<file path="src/design/raid0_stripe_request_splitter_assert.svh">
// assertion macros used by the splitter's piece module
`ifndef RAID0_STRIPE_REQUEST_SPLITTER_ASSERT_SVH
`define RAID0_STRIPE_REQUEST_SPLITTER_ASSERT_SVH

// same-cycle implication
`define R0SS_ASSERT_IMP(label, ante, cons, msg) \
   label: assert property (@(posedge clock) disable iff (reset) (ante) |-> (cons)) \
      else $error(msg);

// next-cycle implication
`define R0SS_ASSERT_NXT(label, ante, cons, msg) \
   label: assert property (@(posedge clock) disable iff (reset) (ante) |=> (cons)) \
      else $error(msg);

`endif

</file>
<file path="src/design/r0ss_pkg.sv">
`default_nettype none
package r0ss_pkg;

   localparam int LBLK_W      = 48;
   localparam int BYTES_W     = 17;
   localparam int PBLK_W      = 49;
   localparam int MIDX_W      = 4;
   localparam int SNO_W       = 45;
   localparam int OFFB_W      = 11;
   localparam int CNT_W       = 5;
   localparam int SHIFT_MIN   = 12;
   localparam int SHIFT_MAX   = 20;
   localparam int MAX_RESULTS = 17;
   localparam int STEP_BITS   = 3;
   localparam int DIV_STAGES  = (SNO_W + STEP_BITS - 1) / STEP_BITS;

   typedef enum logic [1:0] {
      CSR_STRIP_SHIFT  = 2'd0,
      CSR_MEMBER_COUNT = 2'd1,
      CSR_DATA_OFFSET  = 2'd2,
      CSR_ONLINE_MASK  = 2'd3
   } csr_index_type;

   typedef struct packed {
      logic [4:0]  strip_shift;
      logic [4:0]  member_count;
      logic [31:0] data_offset_blocks;
      logic [15:0] member_online_mask;
   } cfg_type;

   typedef struct packed {
      logic [SNO_W-1:0]   num;
      logic [CNT_W-1:0]   rem;
      logic [CNT_W-1:0]   n;
      logic [4:0]         sh;
      logic [OFFB_W-1:0]  offb;
      logic [BYTES_W-1:0] left;
      logic               rd;
   } div_stage_type;

   typedef struct packed {
      logic [MIDX_W-1:0]  member_index;
      logic [PBLK_W-1:0]  physical_block;
      logic [BYTES_W-1:0] piece_bytes;
      logic               piece_is_read;
      logic               member_offline;
      logic               last_piece;
   } rsp_type;

endpackage
`default_nettype wire

</file>
<file path="src/design/r0ss_chan_if.sv">
`default_nettype none
interface r0ss_req_if;
   import r0ss_pkg::*;
   logic               valid;
   logic               ready;
   logic [LBLK_W-1:0]  logical_block;
   logic [BYTES_W-1:0] request_bytes;
   logic               is_read;
   modport source (output valid, logical_block, request_bytes, is_read, input ready);
   modport sink (input valid, logical_block, request_bytes, is_read, output ready);
endinterface

interface r0ss_rsp_if;
   import r0ss_pkg::*;
   logic               valid;
   logic               ready;
   logic [MIDX_W-1:0]  member_index;
   logic [PBLK_W-1:0]  physical_block;
   logic [BYTES_W-1:0] piece_bytes;
   logic               piece_is_read;
   logic               member_offline;
   logic               last_piece;
   modport source (output valid, member_index, physical_block, piece_bytes, piece_is_read,
                   member_offline, last_piece, input ready);
   modport sink (input valid, member_index, physical_block, piece_bytes, piece_is_read,
                 member_offline, last_piece, output ready);
endinterface
`default_nettype wire

</file>
<file path="src/design/r0ss_csr.sv">
`default_nettype none
module r0ss_csr
   import r0ss_pkg::*;
(
   input  wire logic        clock,
   input  wire logic        reset,
   input  wire logic        csr_psel,
   input  wire logic        csr_penable,
   input  wire logic        csr_pwrite,
   input  wire logic [3:0]  csr_paddr,
   input  wire logic [31:0] csr_pwdata,
   output logic      [31:0] csr_prdata,
   output logic             csr_pready,
   output cfg_type          cfg
);

   cfg_type       cfg_ff, cfg_in;
   csr_index_type idx;
   logic          wr;

   assign idx        = csr_index_type'(csr_paddr[3:2]);
   assign csr_pready = 1'b1;
   assign wr         = csr_psel && csr_penable && csr_pwrite && csr_pready;
   assign cfg        = cfg_ff;

   always_comb begin
      cfg_in = cfg_ff;
      if (wr) begin
         case (idx)
            CSR_STRIP_SHIFT:  cfg_in.strip_shift        = csr_pwdata[4:0];
            CSR_MEMBER_COUNT: cfg_in.member_count       = csr_pwdata[4:0];
            CSR_DATA_OFFSET:  cfg_in.data_offset_blocks = csr_pwdata;
            CSR_ONLINE_MASK:  cfg_in.member_online_mask = csr_pwdata[15:0];
            default: ;
         endcase
      end
   end

   always_comb begin
      case (idx)
         CSR_STRIP_SHIFT:  csr_prdata = {27'd0, cfg_ff.strip_shift};
         CSR_MEMBER_COUNT: csr_prdata = {27'd0, cfg_ff.member_count};
         CSR_DATA_OFFSET:  csr_prdata = cfg_ff.data_offset_blocks;
         CSR_ONLINE_MASK:  csr_prdata = {16'd0, cfg_ff.member_online_mask};
         default:          csr_prdata = '0;
      endcase
   end

   always_ff @(posedge clock) begin
      if (reset) begin
         cfg_ff.strip_shift        <= 5'd16;
         cfg_ff.member_count       <= 5'd2;
         cfg_ff.data_offset_blocks <= 32'd0;
         cfg_ff.member_online_mask <= 16'hFFFF;
      end else begin
         cfg_ff <= cfg_in;
      end
   end

endmodule
`default_nettype wire

</file>
<file path="src/design/r0ss_div.sv">
`default_nettype none
module r0ss_div
   import r0ss_pkg::*;
(
   input  wire logic    clock,
   input  wire logic    reset,
   input  wire logic    adv,
   input  wire logic    in_valid,
   input  div_stage_type in_data,
   output logic          out_valid,
   output div_stage_type out_data
);

   // restoring division, STEP_BITS quotient bits per stage
   function automatic div_stage_type div_steps(div_stage_type s);
      div_stage_type     t;
      logic [CNT_W:0]    r;
      t = s;
      for (int i = 0; i < STEP_BITS; i++) begin
         r = {t.rem, t.num[SNO_W-1]};
         if (r >= {1'b0, t.n}) begin
            t.rem = CNT_W'(r - {1'b0, t.n});
            t.num = {t.num[SNO_W-2:0], 1'b1};
         end else begin
            t.rem = r[CNT_W-1:0];
            t.num = {t.num[SNO_W-2:0], 1'b0};
         end
      end
      return t;
   endfunction

   logic          valid_ff [DIV_STAGES];
   div_stage_type data_ff  [DIV_STAGES];

   always_ff @(posedge clock) begin
      if (reset) begin
         for (int i = 0; i < DIV_STAGES; i++) valid_ff[i] <= 1'b0;
      end else if (adv) begin
         valid_ff[0] <= in_valid;
         for (int i = 1; i < DIV_STAGES; i++) valid_ff[i] <= valid_ff[i-1];
      end
   end

   always_ff @(posedge clock) begin
      if (adv) begin
         data_ff[0] <= div_steps(in_data);
         for (int i = 1; i < DIV_STAGES; i++) data_ff[i] <= div_steps(data_ff[i-1]);
      end
   end

   assign out_valid = valid_ff[DIV_STAGES-1];
   assign out_data  = data_ff[DIV_STAGES-1];

endmodule
`default_nettype wire

</file>
<file path="src/design/r0ss_piece.sv">
`default_nettype none
module r0ss_piece
   import r0ss_pkg::*;
(
   input  wire logic    clock,
   input  wire logic    reset,
   input  cfg_type       cfg,
   input  wire logic    in_valid,
   input  div_stage_type in_data,
   output logic          in_ready,
   r0ss_rsp_if.source    rsp
);

   logic               busy_ff, busy_in;
   logic [CNT_W-1:0]   member_ff, member_in;
   logic [SNO_W-1:0]   row_ff, row_in;
   logic [OFFB_W-1:0]  offb_ff, offb_in;
   logic [BYTES_W-1:0] left_ff, left_in;
   logic [CNT_W-1:0]   k_ff, k_in;
   logic [CNT_W-1:0]   n_ff, n_in;
   logic [4:0]         sh_ff, sh_in;
   logic               rd_ff, rd_in;
   logic               out_valid_ff, out_valid_in;
   rsp_type            out_ff, out_in;

   logic               step, online, last, load;
   logic [20:0]        strip_rem;
   logic [BYTES_W-1:0] len, left_rem;
   logic [PBLK_W-1:0]  row_blk, pblk;
   logic [CNT_W-1:0]   member_inc;

   always_comb begin
      step       = busy_ff && (!out_valid_ff || rsp.ready);
      online     = !member_ff[CNT_W-1] && cfg.member_online_mask[member_ff[MIDX_W-1:0]];
      strip_rem  = (21'd1 << sh_ff) - {1'b0, offb_ff, 9'd0};
      len        = (strip_rem > {4'd0, left_ff}) ? left_ff : strip_rem[BYTES_W-1:0];
      left_rem   = left_ff - len;
      last       = !online || (left_rem == '0) || (k_ff == CNT_W'(MAX_RESULTS - 1));
      row_blk    = PBLK_W'({4'd0, row_ff} << (sh_ff - 5'd9)) | PBLK_W'(offb_ff);
      pblk       = row_blk + PBLK_W'(cfg.data_offset_blocks);
      member_inc = member_ff + 5'd1;
      in_ready   = !busy_ff || (step && last);
      load       = in_valid && in_ready;
   end

   always_comb begin
      out_valid_in = out_valid_ff && !rsp.ready;
      out_in       = out_ff;
      if (step) begin
         out_valid_in             = 1'b1;
         out_in.member_index      = member_ff[MIDX_W-1:0];
         out_in.physical_block    = pblk;
         out_in.piece_bytes       = online ? len : '0;
         out_in.piece_is_read     = rd_ff;
         out_in.member_offline    = !online;
         out_in.last_piece        = last;
      end
   end

   always_comb begin
      busy_in   = busy_ff;
      member_in = member_ff;
      row_in    = row_ff;
      offb_in   = offb_ff;
      left_in   = left_ff;
      k_in      = k_ff;
      n_in      = n_ff;
      sh_in     = sh_ff;
      rd_in     = rd_ff;
      if (load) begin
         busy_in   = 1'b1;
         member_in = in_data.rem;
         row_in    = in_data.num;
         offb_in   = in_data.offb;
         left_in   = in_data.left;
         k_in      = '0;
         n_in      = in_data.n;
         sh_in     = in_data.sh;
         rd_in     = in_data.rd;
      end else if (step) begin
         if (last) begin
            busy_in = 1'b0;
         end else begin
            left_in = left_rem;
            offb_in = '0;
            k_in    = k_ff + 5'd1;
            if (member_inc == n_ff) begin
               member_in = '0;
               row_in    = row_ff + 45'd1;
            end else begin
               member_in = member_inc;
            end
         end
      end
   end

   always_ff @(posedge clock) begin
      if (reset) begin
         busy_ff      <= 1'b0;
         out_valid_ff <= 1'b0;
      end else begin
         busy_ff      <= busy_in;
         out_valid_ff <= out_valid_in;
      end
   end

   always_ff @(posedge clock) begin
      member_ff <= member_in;
      row_ff    <= row_in;
      offb_ff   <= offb_in;
      left_ff   <= left_in;
      k_ff      <= k_in;
      n_ff      <= n_in;
      sh_ff     <= sh_in;
      rd_ff     <= rd_in;
      out_ff    <= out_in;
   end

   assign rsp.valid          = out_valid_ff;
   assign rsp.member_index   = out_ff.member_index;
   assign rsp.physical_block = out_ff.physical_block;
   assign rsp.piece_bytes    = out_ff.piece_bytes;
   assign rsp.piece_is_read  = out_ff.piece_is_read;
   assign rsp.member_offline = out_ff.member_offline;
   assign rsp.last_piece     = out_ff.last_piece;

`include "raid0_stripe_request_splitter_assert.svh"
   `R0SS_ASSERT_IMP(a_err_is_last, out_valid_ff && out_ff.member_offline, out_ff.last_piece, "error beat not last")
   `R0SS_ASSERT_IMP(a_err_no_bytes, out_valid_ff && out_ff.member_offline, out_ff.piece_bytes == '0, "error beat carries bytes")
   `R0SS_ASSERT_IMP(a_count_bound, busy_ff, k_ff < CNT_W'(MAX_RESULTS), "piece count overrun")
   `R0SS_ASSERT_NXT(a_keep_busy, step && !last, busy_ff && out_valid_ff, "request dropped mid way")

endmodule
`default_nettype wire

</file>
<file path="src/design/raid0_stripe_request_splitter.sv">
//  channel | dir | beat
//  req     | in  | logical_block, request_bytes, is_read
//  rsp     | out | member_index, physical_block, piece_bytes, piece_is_read,
//          |     | member_offline, last_piece
//  csr     | in  | apb register writes and reads
//
//  a request enters in any cycle the pipeline advances; its first piece beat
//  passes the input stage, 15 divider stages and the piece sequencer; pieces
//  go out one per cycle while rsp is not stalled, 1 to 17 per request, and the
//  next request loads as the last piece leaves; synchronous active-high reset
//  resets valid bits, busy and csr settings; a stalled rsp stalls the pipeline
//  once the divider output holds a request, nothing is dropped or repeated
`default_nettype none
module raid0_stripe_request_splitter
   import r0ss_pkg::*;
#(
   parameter int MAX_MEMBERS        = 16,
   parameter int MAX_TRANSFER_BYTES = 65536
) (
   input  wire logic        clock,
   input  wire logic        reset,
   r0ss_req_if.sink         req_bus,
   r0ss_rsp_if.source       rsp_bus,
   input  wire logic        csr_psel,
   input  wire logic        csr_penable,
   input  wire logic        csr_pwrite,
   input  wire logic [3:0]  csr_paddr,
   input  wire logic [31:0] csr_pwdata,
   output logic      [31:0] csr_prdata,
   output logic             csr_pready
);

   cfg_type       cfg;
   logic          adv, div_valid, piece_ready;
   div_stage_type div_out;
   logic          stg_valid_ff;
   div_stage_type stg_ff, stg_in;
   logic [4:0]    sh;
   logic [11:0]   offmask;
   logic [56:0]   byteaddr;

   r0ss_csr u_csr (
      .clock, .reset, .csr_psel, .csr_penable, .csr_pwrite, .csr_paddr, .csr_pwdata,
      .csr_prdata, .csr_pready, .cfg
   );

   always_comb begin
      if (cfg.strip_shift < 5'(SHIFT_MIN))      sh = 5'(SHIFT_MIN);
      else if (cfg.strip_shift > 5'(SHIFT_MAX)) sh = 5'(SHIFT_MAX);
      else                                      sh = cfg.strip_shift;
      byteaddr    = {req_bus.logical_block, 9'd0};
      offmask     = (12'd1 << (sh - 5'd9)) - 12'd1;
      stg_in.num  = SNO_W'(byteaddr >> sh);
      stg_in.rem  = '0;
      stg_in.offb = req_bus.logical_block[OFFB_W-1:0] & offmask[OFFB_W-1:0];
      stg_in.sh   = sh;
      if (cfg.member_count < 5'd2)                         stg_in.n = 5'd2;
      else if (32'(cfg.member_count) > 32'(MAX_MEMBERS))   stg_in.n = CNT_W'(MAX_MEMBERS);
      else                                                 stg_in.n = cfg.member_count;
      if (32'(req_bus.request_bytes) > 32'(MAX_TRANSFER_BYTES))
         stg_in.left = BYTES_W'(MAX_TRANSFER_BYTES);
      else
         stg_in.left = req_bus.request_bytes;
      stg_in.rd   = req_bus.is_read;
   end

   assign adv           = !div_valid || piece_ready;
   assign req_bus.ready = adv;

   always_ff @(posedge clock) begin
      if (reset) stg_valid_ff <= 1'b0;
      else if (adv) stg_valid_ff <= req_bus.valid;
   end

   always_ff @(posedge clock) begin
      if (adv) stg_ff <= stg_in;
   end

   r0ss_div u_div (
      .clock, .reset, .adv,
      .in_valid  (stg_valid_ff),
      .in_data   (stg_ff),
      .out_valid (div_valid),
      .out_data  (div_out)
   );

   r0ss_piece u_piece (
      .clock, .reset, .cfg,
      .in_valid (div_valid),
      .in_data  (div_out),
      .in_ready (piece_ready),
      .rsp      (rsp_bus)
   );

endmodule
`default_nettype wire

</file>
<file path="src/flat_wrapper.sv">
// flat-port wrapper written by rule: the top's interface ports become plain ports
module raid0_stripe_request_splitter_flat import r0ss_pkg::*;
#(
   parameter int MAX_MEMBERS        = 16,
   parameter int MAX_TRANSFER_BYTES = 65536
)
  (clock, reset, csr_psel, csr_penable, csr_pwrite, csr_paddr, csr_pwdata, csr_prdata, csr_pready, req_bus_valid, req_bus_logical_block, req_bus_request_bytes, req_bus_is_read, req_bus_ready, rsp_bus_valid, rsp_bus_member_index, rsp_bus_physical_block, rsp_bus_piece_bytes, rsp_bus_piece_is_read, rsp_bus_member_offline, rsp_bus_last_piece, rsp_bus_ready);
  r0ss_req_if req_bus_i ();
  r0ss_rsp_if rsp_bus_i ();
  input  wire logic clock;
  input  wire logic reset;
  input  wire logic csr_psel;
  input  wire logic csr_penable;
  input  wire logic csr_pwrite;
  input  wire logic [3:0] csr_paddr;
  input  wire logic [31:0] csr_pwdata;
  output logic      [31:0] csr_prdata;
  output logic csr_pready;
  input wire logic [$bits(req_bus_i.valid)-1:0] req_bus_valid;
  input wire logic [$bits(req_bus_i.logical_block)-1:0] req_bus_logical_block;
  input wire logic [$bits(req_bus_i.request_bytes)-1:0] req_bus_request_bytes;
  input wire logic [$bits(req_bus_i.is_read)-1:0] req_bus_is_read;
  output wire logic [$bits(req_bus_i.ready)-1:0] req_bus_ready;
  output wire logic [$bits(rsp_bus_i.valid)-1:0] rsp_bus_valid;
  output wire logic [$bits(rsp_bus_i.member_index)-1:0] rsp_bus_member_index;
  output wire logic [$bits(rsp_bus_i.physical_block)-1:0] rsp_bus_physical_block;
  output wire logic [$bits(rsp_bus_i.piece_bytes)-1:0] rsp_bus_piece_bytes;
  output wire logic [$bits(rsp_bus_i.piece_is_read)-1:0] rsp_bus_piece_is_read;
  output wire logic [$bits(rsp_bus_i.member_offline)-1:0] rsp_bus_member_offline;
  output wire logic [$bits(rsp_bus_i.last_piece)-1:0] rsp_bus_last_piece;
  input wire logic [$bits(rsp_bus_i.ready)-1:0] rsp_bus_ready;
  assign req_bus_i.valid = req_bus_valid;
  assign req_bus_i.logical_block = req_bus_logical_block;
  assign req_bus_i.request_bytes = req_bus_request_bytes;
  assign req_bus_i.is_read = req_bus_is_read;
  assign req_bus_ready = req_bus_i.ready;
  assign rsp_bus_valid = rsp_bus_i.valid;
  assign rsp_bus_member_index = rsp_bus_i.member_index;
  assign rsp_bus_physical_block = rsp_bus_i.physical_block;
  assign rsp_bus_piece_bytes = rsp_bus_i.piece_bytes;
  assign rsp_bus_piece_is_read = rsp_bus_i.piece_is_read;
  assign rsp_bus_member_offline = rsp_bus_i.member_offline;
  assign rsp_bus_last_piece = rsp_bus_i.last_piece;
  assign rsp_bus_i.ready = rsp_bus_ready;
  raid0_stripe_request_splitter #(.MAX_MEMBERS(MAX_MEMBERS), .MAX_TRANSFER_BYTES(MAX_TRANSFER_BYTES)) u_core (.clock(clock), .reset(reset), .req_bus(req_bus_i), .rsp_bus(rsp_bus_i), .csr_psel(csr_psel), .csr_penable(csr_penable), .csr_pwrite(csr_pwrite), .csr_paddr(csr_paddr), .csr_pwdata(csr_pwdata), .csr_prdata(csr_prdata), .csr_pready(csr_pready));
endmodule
</file>
<file path="config.mk">
export PLATFORM = sky130hd
export DESIGN_NAME = raid0_stripe_request_splitter_flat
export DESIGN_NICKNAME = d
export VERILOG_FILES = /design/src/design/r0ss_pkg.sv /design/src/design/r0ss_chan_if.sv /design/src/design/r0ss_csr.sv /design/src/design/r0ss_div.sv /design/src/design/r0ss_piece.sv /design/src/design/raid0_stripe_request_splitter.sv /design/src/flat_wrapper.sv
export VERILOG_INCLUDE_DIRS = /design/src /design/src/design
export SDC_FILE = /design/constraint.sdc
export NUM_CORES = 2
export LEC_CHECK = 0
export BUFFER_PORTS_ARGS = -buffer_cell sky130_fd_sc_hd__buf_2
export CORE_UTILIZATION = 40
export CTS_BUF_LIST = sky130_fd_sc_hd__clkbuf_16
export CTS_CLUSTER_SIZE = 14
export DETAILED_ROUTE_END_ITERATION = 8
export PLACE_DENSITY = 0.54
export SYNTH_ARGS = -nofsm -noshare
export SYNTH_HDL_FRONTEND = slang
export SYNTH_SLANG_ARGS = --single-unit
</file>
<file path="constraint.sdc">
create_clock -name clock -period 97.9 [get_ports clock]
set_input_delay 4.895 -clock clock [delete_from_list [all_inputs] [get_ports clock]]
set_output_delay 4.895 -clock clock [all_outputs]
set_load 0.05 [all_outputs]
</file>
==> results summary <==
The leftover overflow at the end of global routing is 0. Global routing consumed, over all layers together, 13.8% of the routing resources. The sequential area share after synthesis is roughly 70%.

The leakage power is ~32 nW. The number of primary I/O pins is 217. The standard-cell row count came out at around 160. The finished cells cover ~81000 sq um.

The run finished with clean final reports. The min-delay analysis places its worst path in the category register to register. The minimum clock period came out at between 15000 and 20000 ps. Entering global routing, the biggest net connects about 170 pins. The instance area at placement is about 76000 sq um. The count of placed standard cells in the final layout, fillers left out came out at 7619. The maximum cell stage delay along the critical path is approximately 1000 ps. Among all flip-flop cells after synthesis, the most frequent one is edfxtp_1. The tree is rooted in a clkbuf_16.

The cell depth of the worst min-delay path came out at 0. The HPWL after detailed placement is 88.0 mm. The layout net count is between 5000 and 6000. The number of vias per cell came out at roughly 4.9. The first-iteration detailed-routing DRC count came out at ~2800.

The count of final hold-check violations is 0. The largest vdd supply drop came out at 20.9 uV. Based on the critical path, the design can be clocked at up to ~0.065 GHz. The area of the mapped netlist came out at roughly 72000 sq um. The post-CTS resize count is 0.

The routed layout has roughly 37000 vias. TritonCTS built the clock tree. The clock insertion delay at the later pin of the skew report is roughly 800 ps.

The maximum clock insertion buffer count is 3. The total of endpoints with negative setup slack in the final report came out at 0. The routed wirelength normalized by instance count came out at 16.6 um. The endpoint identified for the worst register-to-register timing path is u_core.u_div.data_ff[0][212]. The area of all sequential standard cells came out at 49300 sq um.

Fill cells in the final layout number ~16000. In this run, placement finished with an instance count of 7300. After detailed routing, the number of remaining DRC violations is 0. After detailed routing, the total wire length is between 100 and 150 mm. STA classifies the critical path startpoint as a register. The starting density of the core is 40.2%. The max-slew headroom at the worst pin is about 25%. After synthesis, the netlist uses 80 different library cells. The total of buffers placed on input and output ports came out at ~210. The worst reg-to-reg setup slack is approximately 83000 ps.

The die covers 181000 sq um. The signal arrival time at the worst endpoint came out at about 11000 ps. The vertical die dimension is between 400 and 500 um. The path with the worst hold slack has its endpoint at u_core.u_div.data_ff[0][59]. The clock tree skew after final layout is 35.6 ps. Setup repair after global routing left no endpoint under its margin. The slew of the pin with the lowest slew margin came out at about 1100 ps. The number of instances in the synthesized netlist is approximately 4800. The layout overhead on the synthesized area is 13.0%. Of the cells placed in the final design, the portion with a size suffix greater than 1 is between 10% and 20%. The congestion estimate from routability-driven global placement came to about 0.86. A synthesized cell averages between 10 and 15 sq um.

The critical path is of the register to output pin type. CTS built an H-tree with a depth of 4. The number of flops mapped to enable cells by yosys is 1596. The number of warning messages in the yosys log came out at 0. In this run the most critical hold path is launched from u_core.stg_ff[56]. STA classifies the critical path endpoint as an output pin.

The post-route setup TNS is 0 ps. The number of max-slew violations in the final report is 0. The worst register-to-register path begins at u_core.u_piece.sh_ff[0]. The number of antenna violations at the first check in global routing came out at 10.

The proportion of register bits with asynchronous set or reset after synthesis came out at 0%. TritonCTS created about 170 clock buffers. The max-cap violation count is 0.

The number of register bits inferred by synthesis is 1662. Post-CTS timing repair inserted 0 buffers for setup. The number of global-route vias before repair came out at 36000. The number of buffers inserted for hold repair after clock tree synthesis is 0. The clock-pin slew of the registers on the worst-case setup and hold paths is around 60 ps. The number of clock sinks seen by CTS is ~1700. The wire length of the first global-routing pass came out at between 150 and 200 mm. The multi-input combinational cell area came out at approximately 21000 sq um.

The overall die width is between 400 and 500 um. For the worst setup path, the data required time is 93010 ps. The final antenna-violating net count is 0. The area of the placeable core is between 150000 and 200000 sq um. The total power density per cell area came out at 27.0 nW/um^2. In this run the worst path has a maximum fanout of between 60 and 70. The first detailed-routing pass took 7 iterations. For the worst flop-to-flop path, the logic depth is 37. Of the available clock period, the critical path in the final layout requires around 16%. On the critical path, the stage with the largest delay is an instance of and4_1.
## through the flow
stage | hold WS, ps | total power [mW] | utilization (%) | setup slack (ps)
global route | 406 | 2.33 | 45.4 | 81520
CTS | 406 | 2.21 | 45.4 | 82320
finish | 404 | 2.18 | 45.4 | 82490
global placement | 400 | 1.58 | 42.5 | 83170
detailed placement | 405 | 1.59 | 42.5 | 83040
floorplan | 400 | 1.47 | - | 55970
## where the power goes
group | internal [mW] | switching [mW]
Combinational | 0.293 | 0.334
Clock | 0.337 | 0.268
Sequential | 0.923 | 0.0301
## Yosys cell counts, types with 26 or more instances
cell type / number / area (sq um)
dfxtp_1: 66 / 1320
a31oi_1: 49 / 307
a211oi_1: 26 / 195
nand2b_1: 35 / 219
nand4_1: 31 / 194
mux2_4: 30 / 450
and2_1: 58 / 363
nor3_1: 54 / 270
mux4_2: 51 / 1150
xnor2_1: 151 / 1320
o21ai_0: 156 / 781
clkbuf_1: 90 / 338
and3_1: 29 / 181
mux2i_1: 169 / 1690
edfxtp_1: 1596 / 47900
inv_1: 249 / 935
a21o_1: 119 / 893
nor2_1: 257 / 965
a21oi_1: 283 / 1420
nor2b_1: 87 / 544
fa_1: 47 / 941
xor2_1: 84 / 736
ha_1: 313 / 3920
nand2_1: 409 / 1540
mux2_2: 104 / 1170
nand3_1: 46 / 230
## layout by cell type (no fill, tap or decap), types with 11 or more instances in the layout
| master | Yosys | routed |
|---|---|---|
| ha_1 | 313 | 312 |
| a21oi_1 | 283 | 283 |
| buf_2 | 10 | 213 |
| o21ai_0 | 156 | 156 |
| and2_1 | 58 | 57 |
| nand4_1 | 31 | 31 |
| a41o_1 | 12 | 12 |
| fa_1 | 47 | 47 |
| nand3_1 | 46 | 46 |
| clkinv_1 | 0 | 37 |
| xor2_1 | 84 | 81 |
| o211ai_1 | 14 | 14 |
| buf_4 | 1 | 45 |
| a21o_1 | 119 | 119 |
| dfxtp_1 | 66 | 65 |
| nor2_1 | 257 | 255 |
| and3_1 | 29 | 29 |
| mux4_2 | 51 | 51 |
| mux2_4 | 30 | 30 |
| clkbuf_16 | 0 | 172 |
| xnor2_1 | 151 | 148 |
| mux2_2 | 104 | 104 |
| nand2b_1 | 35 | 35 |
| a211oi_1 | 26 | 26 |
| inv_1 | 249 | 285 |
| nand2_1 | 409 | 407 |
| nor3_1 | 54 | 54 |
| a211o_1 | 25 | 24 |
| o22ai_1 | 13 | 13 |
| nor2b_1 | 87 | 87 |
| clkinv_2 | 0 | 32 |
| o21a_1 | 11 | 11 |
| a31oi_1 | 49 | 49 |
| edfxtp_1 | 1596 | 1596 |
| mux2i_1 | 169 | 169 |
## layer usage
metal  share of wire, %  global-route usage [%]  vias up
li1                   -                       -    18600
met2                 44                    20.9      664
met3                4.0                    2.32      212
met4                2.6                    4.74        0
met5                  0                       0        -
met1                 50                    20.2    17700
## area by class of cell
type / count / area share, %
Tap cell: 2355 / 3.64
Multi-Input combinational cell: 2773 / 26.1
Sequential cell: 1662 / 60.8
Inverter: 251 / 1.16
Clock buffer: 172 / 5.31
Clock inverter: 143 / 1.25
Timing Repair Buffer: 259 / 1.76
Antenna cell: 4 / 0.0124
## worst max path at each step
| stage | start | to | slack, ps | cells after the start |
|---|---|---|---|---|
| final | u_core.u_piece.sh_ff[0] | req_bus_ready | 82490 | 32 |
| after global routing | u_core.u_piece.sh_ff[0] | req_bus_ready | 81520 | 32 |
| after CTS | u_core.u_piece.sh_ff[0] | req_bus_ready | 82320 | 32 |
| after detailed placement | u_core.u_piece.sh_ff[0] | u_core.u_div.data_ff[0][166] | 83040 | 37 |
| after global placement | u_core.u_piece.sh_ff[0] | u_core.u_div.data_ff[0][166] | 83170 | 37 |
| after floorplan | u_core.u_piece.sh_ff[0] | req_bus_ready | 55970 | 37 |
## logic make-up after synthesis
logic type / Yosys count / share of synthesized area [%]
multiplexers: 354 / 6.22
adder cells (fa/ha/maj): 360 / 6.78
AO/OA/AOI/OAI: 753 / 6.42
flip-flops: 1662 / 68.7
other: 1 / 0.00523
AND/OR/NAND/NOR: 1067 / 6.96
buffers and inverters: 373 / 2.02
XOR/XNOR: 236 / 2.90
## worst max-delay path, delay by kind of cell (launching register included)
family | cells | cell delay, ps
AOI/OAI and AO/OA | 14 | 3580
xor gates and xnor gates | 2 | 350
DFF | 1 | 340
and+or+nand+nor | 8 | 2510
adders and majority gates | 4 | 1200
buffers and inverters | 3 | 1220
muxes | 1 | 460
## sequential cells by signal, indices dropped and copies added (netlist names), 4 cells and up
signal	flops
u_core.u_piece.left_ff	17
u_core.u_div.valid_ff	15
u_core.u_piece.rsp.physical_block	49
u_core.u_csr.cfg	58
u_core.stg_ff	84
u_core.u_piece.n_ff	5
u_core.u_piece.offb_ff	11
u_core.u_piece.sh_ff	5
u_core.u_piece.row_ff	45
u_core.u_div.data_ff	1335
u_core.u_piece.k_ff	5
u_core.u_piece.rsp.piece_bytes	17
u_core.u_piece.member_ff	5
u_core.u_piece.rsp.member_index	4
No activity file was read; power rests on OpenSTA's default activity.
